**src/rsenc_pkg.sv**
```systemverilog
// rsenc_pkg: shared types, constants and GF(256) arithmetic for the encoder
`default_nettype none

package rsenc_pkg;

   localparam int          BYTE_W   = 8;
   localparam int          CNT_W    = 6;
   localparam logic [7:0]  GF_POLY  = 8'h1d;  // x^8 + x^4 + x^3 + x^2 + 1, x^8 implied
   localparam logic [CNT_W-1:0] ECC_RESET = 6'd10;

   typedef logic [BYTE_W-1:0] byte_type;

   typedef enum logic [2:0] {
      CELL_HOLD,
      CELL_CLEAR,
      CELL_BUILD,
      CELL_ABSORB,
      CELL_SHIFT
   } cell_op_type;

   typedef struct packed {
      cell_op_type op;
      byte_type    fb;
      byte_type    root;
   } cell_ctrl_type;

   function automatic byte_type gf_xtime(input byte_type a);
      gf_xtime = {a[6:0], 1'b0} ^ (a[7] ? GF_POLY : 8'h00);
   endfunction

   function automatic byte_type gf_mul(input byte_type a, input byte_type b);
      byte_type x;
      byte_type acc;
      x   = a;
      acc = '0;
      for (int k = 0; k < BYTE_W; k++) begin
         if (b[k]) begin
            acc = acc ^ x;
         end
         x = gf_xtime(x);
      end
      gf_mul = acc;
   endfunction

endpackage

`default_nettype wire

```
**src/rsenc_cell.sv**
```systemverilog
// rsenc_cell: one stage of the encoder, one generator coefficient and one remainder byte
`default_nettype none

module rsenc_cell (
   input  wire logic                   clock,
   input  wire rsenc_pkg::cell_ctrl_type ctrl,
   input  wire rsenc_pkg::byte_type    g_prev,
   input  wire rsenc_pkg::byte_type    r_next,
   output rsenc_pkg::byte_type         g_out,
   output rsenc_pkg::byte_type         r_out
);

   rsenc_pkg::byte_type g_ff, g_in;
   rsenc_pkg::byte_type r_ff, r_in;
   rsenc_pkg::byte_type mul_a, mul_b, prod;

   // one multiplier shared between generator build and division
   always_comb begin
      if (ctrl.op == rsenc_pkg::CELL_BUILD) begin
         mul_a = g_prev;
         mul_b = ctrl.root;
      end else begin
         mul_a = ctrl.fb;
         mul_b = g_ff;
      end
      prod = rsenc_pkg::gf_mul(mul_a, mul_b);
   end

   always_comb begin
      g_in = g_ff;
      r_in = r_ff;
      case (ctrl.op)
         rsenc_pkg::CELL_HOLD: begin
         end
         rsenc_pkg::CELL_CLEAR: begin
            g_in = '0;
            r_in = '0;
         end
         rsenc_pkg::CELL_BUILD: begin
            g_in = g_ff ^ prod;
         end
         rsenc_pkg::CELL_ABSORB: begin
            r_in = r_next ^ prod;
         end
         rsenc_pkg::CELL_SHIFT: begin
            r_in = r_next;
         end
         default: begin
         end
      endcase
   end

   always_ff @(posedge clock) begin
      g_ff <= g_in;
      r_ff <= r_in;
   end

   assign g_out = g_ff;
   assign r_out = r_ff;

endmodule

`default_nettype wire

```
**config.mk**
```make
export PLATFORM = sky130hd
export DESIGN_NAME = rsenc_cell
export DESIGN_NICKNAME = d
export VERILOG_FILES = /design/src/rsenc_pkg.sv /design/src/rsenc_cell.sv
export SDC_FILE = /design/constraint.sdc
export NUM_CORES = 1
export LEC_CHECK = 0
export BUFFER_PORTS_ARGS = -buffer_cell sky130_fd_sc_hd__buf_2
export CORE_ASPECT_RATIO = 1.25
export CORE_UTILIZATION = 30
export CTS_BUF_LIST = sky130_fd_sc_hd__clkbuf_4 sky130_fd_sc_hd__clkbuf_8
export DETAILED_ROUTE_END_ITERATION = 10
export PLACE_DENSITY = 0.55
export SYNTH_ARGS = -nofsm -noshare
export SYNTH_HDL_FRONTEND = slang
export SYNTH_SLANG_ARGS = --single-unit
```
**constraint.sdc**
```tcl
create_clock -name clock -period 4.11 [get_ports clock]
set_input_delay 0.2055 -clock clock [delete_from_list [all_inputs] [get_ports clock]]
set_output_delay 0.2055 -clock clock [all_outputs]
set_load 0.02 [all_outputs]
```
==> reports/qor.csv <==
stage,metric,value,unit
placement,dpl_cell_area,0.00314,mm^2
worst_hold_path,min_to,r_out[0],
timing,slew_viol_final,0,
grt,top_usage_layer,met2,
die,die_area,0.00965,mm^2
layout,layout.nets,391,
die,initial_core_util,31.4,%
die,placement_rows,38,
routing,drc,0,
critical_path,critical_path_required,4.09,ns
critical_path,cp.arrival,3.29,ns
placement,port_buffers,51,
routing,via_count,2412,
yosys,syn_area_per_cell,8.96,um^2
run_status,status,finished clean,
timing,finalHoldViolCount,0,
timing,finalCriticalPeriod,3.30,ns
grt,met2_usage,29.9,%
layout,design_area,0.00318,mm^2
yosys,ys_types,48,
job,drv_cap,0,
yosys,synth-edff-count,16,
critical_path,cp_cell_sequence,"buf_2, or3b_1, mux2i_2, o211ai_1, a211o_1, a211oi_2, nor4b_1, a2111oi_2, o311ai_1",
routing,detail_route.iter0.violations,93,
cts,cts_root_buffer,clkbuf_8,
yosys,netlist_area,0.00278,mm^2
yosys,synth_fp_nets,346,
routing,ant_nets,0,
layout,drive_gt1_share,22.9,%
grt,first_global_vias,2409,
critical_path,r2r_end,r_out[4],
layout,layout.cells.non_filler,473,
critical_path,critPathMaxFanout,19,
timing,finalClockSkew,0.000610,ns
yosys,netlist.area_leader.share,18.3,%
critical_path,startpoint_type,input pin,
timing,tightest_slew,1.01,ns
grt,grt_max_degree,23,
timing,rsz0062_at_grt,false,
yosys,synthTopCellsByArea,"xnor2_1, edfxtp_1, xnor3_1",
grt,use_met3,1.43,%
cts,clkSlewWorstSetupHoldPaths,0.06,ns
timing,timing.fmax,303,MHz
yosys,async_flop_share,0,%
critical_path,r2r_slack,1.41,ns
routing,wl,7770,um
placement,place_hpwl,6230,um
critical_path,slowest_delay,0.79,ns
die,pin_count,52,
critical_path,endpoint_kind,flip-flop,
layout,syn_to_final_growth,14.7,%
critical_path,crit_start,ctrl[16],
cts,cts_buffers,3,
timing,setup_viol,0,
layout,n_antenna_cell,0,
pwr,power.leakage,1.37,nW
grt,overflow,0,
yosys,ys_seq_elements,16,
die,die_y,110,um
worst_hold_path,min_path_cells,2,
grt,grt_use_met1,21.9,%
yosys,yosys.area.top_type,xnor2_1,
die,die_w,88.0,um
yosys,ys_seq_area_share,17.3,%
routing,vias_per_cell,5.10,
timing,worst_slack,0.808,ns
cts,cts_sinks,16,
timing,post-route-period-util,80.3,%
routing,wl_per_cell,16.4,um
grt,antenna_found_initial,0,
layout,utilization,36.0,%
cts,holdBufCountCts,0,
cts,cts_resized,0,
grt,grt_usage,17.1,%
cts,h-tree-depth,1,
cts,insertion_delay,0.25,ns
yosys,synthCells,310,
cts,cts_buffer_depth,2,
grt,grt_first_pass_wirelength,12500,um
pwr,p_per_area,312,mW/mm^2
placement,dp_cells,470,
yosys,ys_warn_count,0,
timing,max-slew-margin-rel,32.8,%
worst_hold_path,hold_start,r_next[0],
pwr,max-vdd-ir-drop,0.000229,V
cts,postCtsSetupBuffers,0,
critical_path,r2r-start,g_out[0],
critical_path,crit_type,in2reg,
die,coreArea,0.00884,mm^2
worst_hold_path,hold_path.class,in2reg,
yosys,ys.flop_type,edfxtp_1,
cts,cts_tree,built,
critical_path,ff2ff_path_depth,7,
routing,dr.pass1.iters,5,
critical_path,critical-path-slowest-cell,or3b_1,
placement,dp_slack,0.528,ns
placement,globalplace.congestion,0.833,
timing,tns,0,ns
[cell families (layout without fill, tap and decap cells)]
family          after synthesis  in the layout  share of synthesized area [%]
buf+inv                      21             64                           3.83
xor+xnor                     91             91                           34.9
mux                          32             32                           12.7
flops                        16             16                           17.3
compound gates               57             57                           15.9
simple gates                 93             93                           15.4
[critical path, delay by kind of cell]
family | cells | cell delay (ns)
AND/OR/NAND/NOR | 2 | 0.91
multiplexers | 1 | 0.64
AO/OA/AOI/OAI | 5 | 1.38
buffers and inverters | 1 | 0.14
[per-stage QoR]
stage | total power, W | hold slack [ns]
2_1_floorplan | 0.000727 | 0.389
3_3_place_gp | 0.000870 | 0.493
3_5_place_dp | 0.000873 | 0.496
4_1_cts | 0.000997 | 0.233
5_1_grt | 0.00106 | 0.234
6_report | 0.000993 | 0.241
[per-layer routing]
layer  wire [um]  share of wire, %  vias to the layer above
met5           0                 0                        -
met3         401               5.2                        8
met1        3430                44                     1159
li1            -                 -                     1180
met2        3850                50                       65
met4          96               1.2                        0
[report_power, final]
part	internal, W	switching, W
Sequential	0.000200	0.0000121
Clock	0.0000651	0.0000539
Combinational	0.000314	0.000347
[cells in the mapped netlist, types with 4 or more instances]
master and n:
xnor2_1 58, nor2_1 48, mux2i_1 21, nand2_1 21, xor2_1 20, edfxtp_1 16, clkbuf_1 12, xnor3_1 12
a21oi_1 8, o211ai_1 8, mux2_2 7, o211a_1 6, a211o_1 5, a31oi_1 5, nor3_1 5, o21ai_0 5
buf_2 4, o22ai_1 4
[state kept, by name, indices dropped and copies added (netlist names)]
register and cells:
g_out 8, r_out 8
[cell usage in the layout, fill, tap and decap left out, types with 2 or more instances in the layout]
cell type and count:
xnor2_1 58, buf_2 51, nor2_1 48, mux2i_1 21, nand2_1 21, xor2_1 20, edfxtp_1 16, xnor3_1 12
a21oi_1 8, o211ai_1 8, buf_4 8, mux2_2 7, o211a_1 6, a31oi_1 5, a211o_1 5, nor3_1 5
o21ai_0 5, o22ai_1 4, mux2i_2 3, nor3b_1 3, nand2b_1 3, a211oi_2 3, clkbuf_8 3, and2_1 2
inv_1 2, a211oi_1 2, nor2b_1 2, o221ai_1 2
[area by class of cell]
class	count	area [um^2]
timing repair buffer	59	315
clock buffer	3	41.3
sequential	16	480
multi-input combinational	273	2190
inverter	2	7.51
fill	961	5660
tap	120	150
[worst max-delay path by stage]
| stage | end | slack [ns] | depth (start not counted) |
|---|---|---|---|
| final | r_out[4] | 0.81 | 9 |
| after floorplan | r_out[5] | 1.34 | 10 |
| after CTS | r_out[4] | 0.80 | 9 |
| after global routing | r_out[4] | 0.60 | 9 |
| after global placement | r_out[4] | 0.65 | 9 |
| after detailed placement | r_out[4] | 0.53 | 9 |
Note: power is estimated with default switching activity, not from simulation.
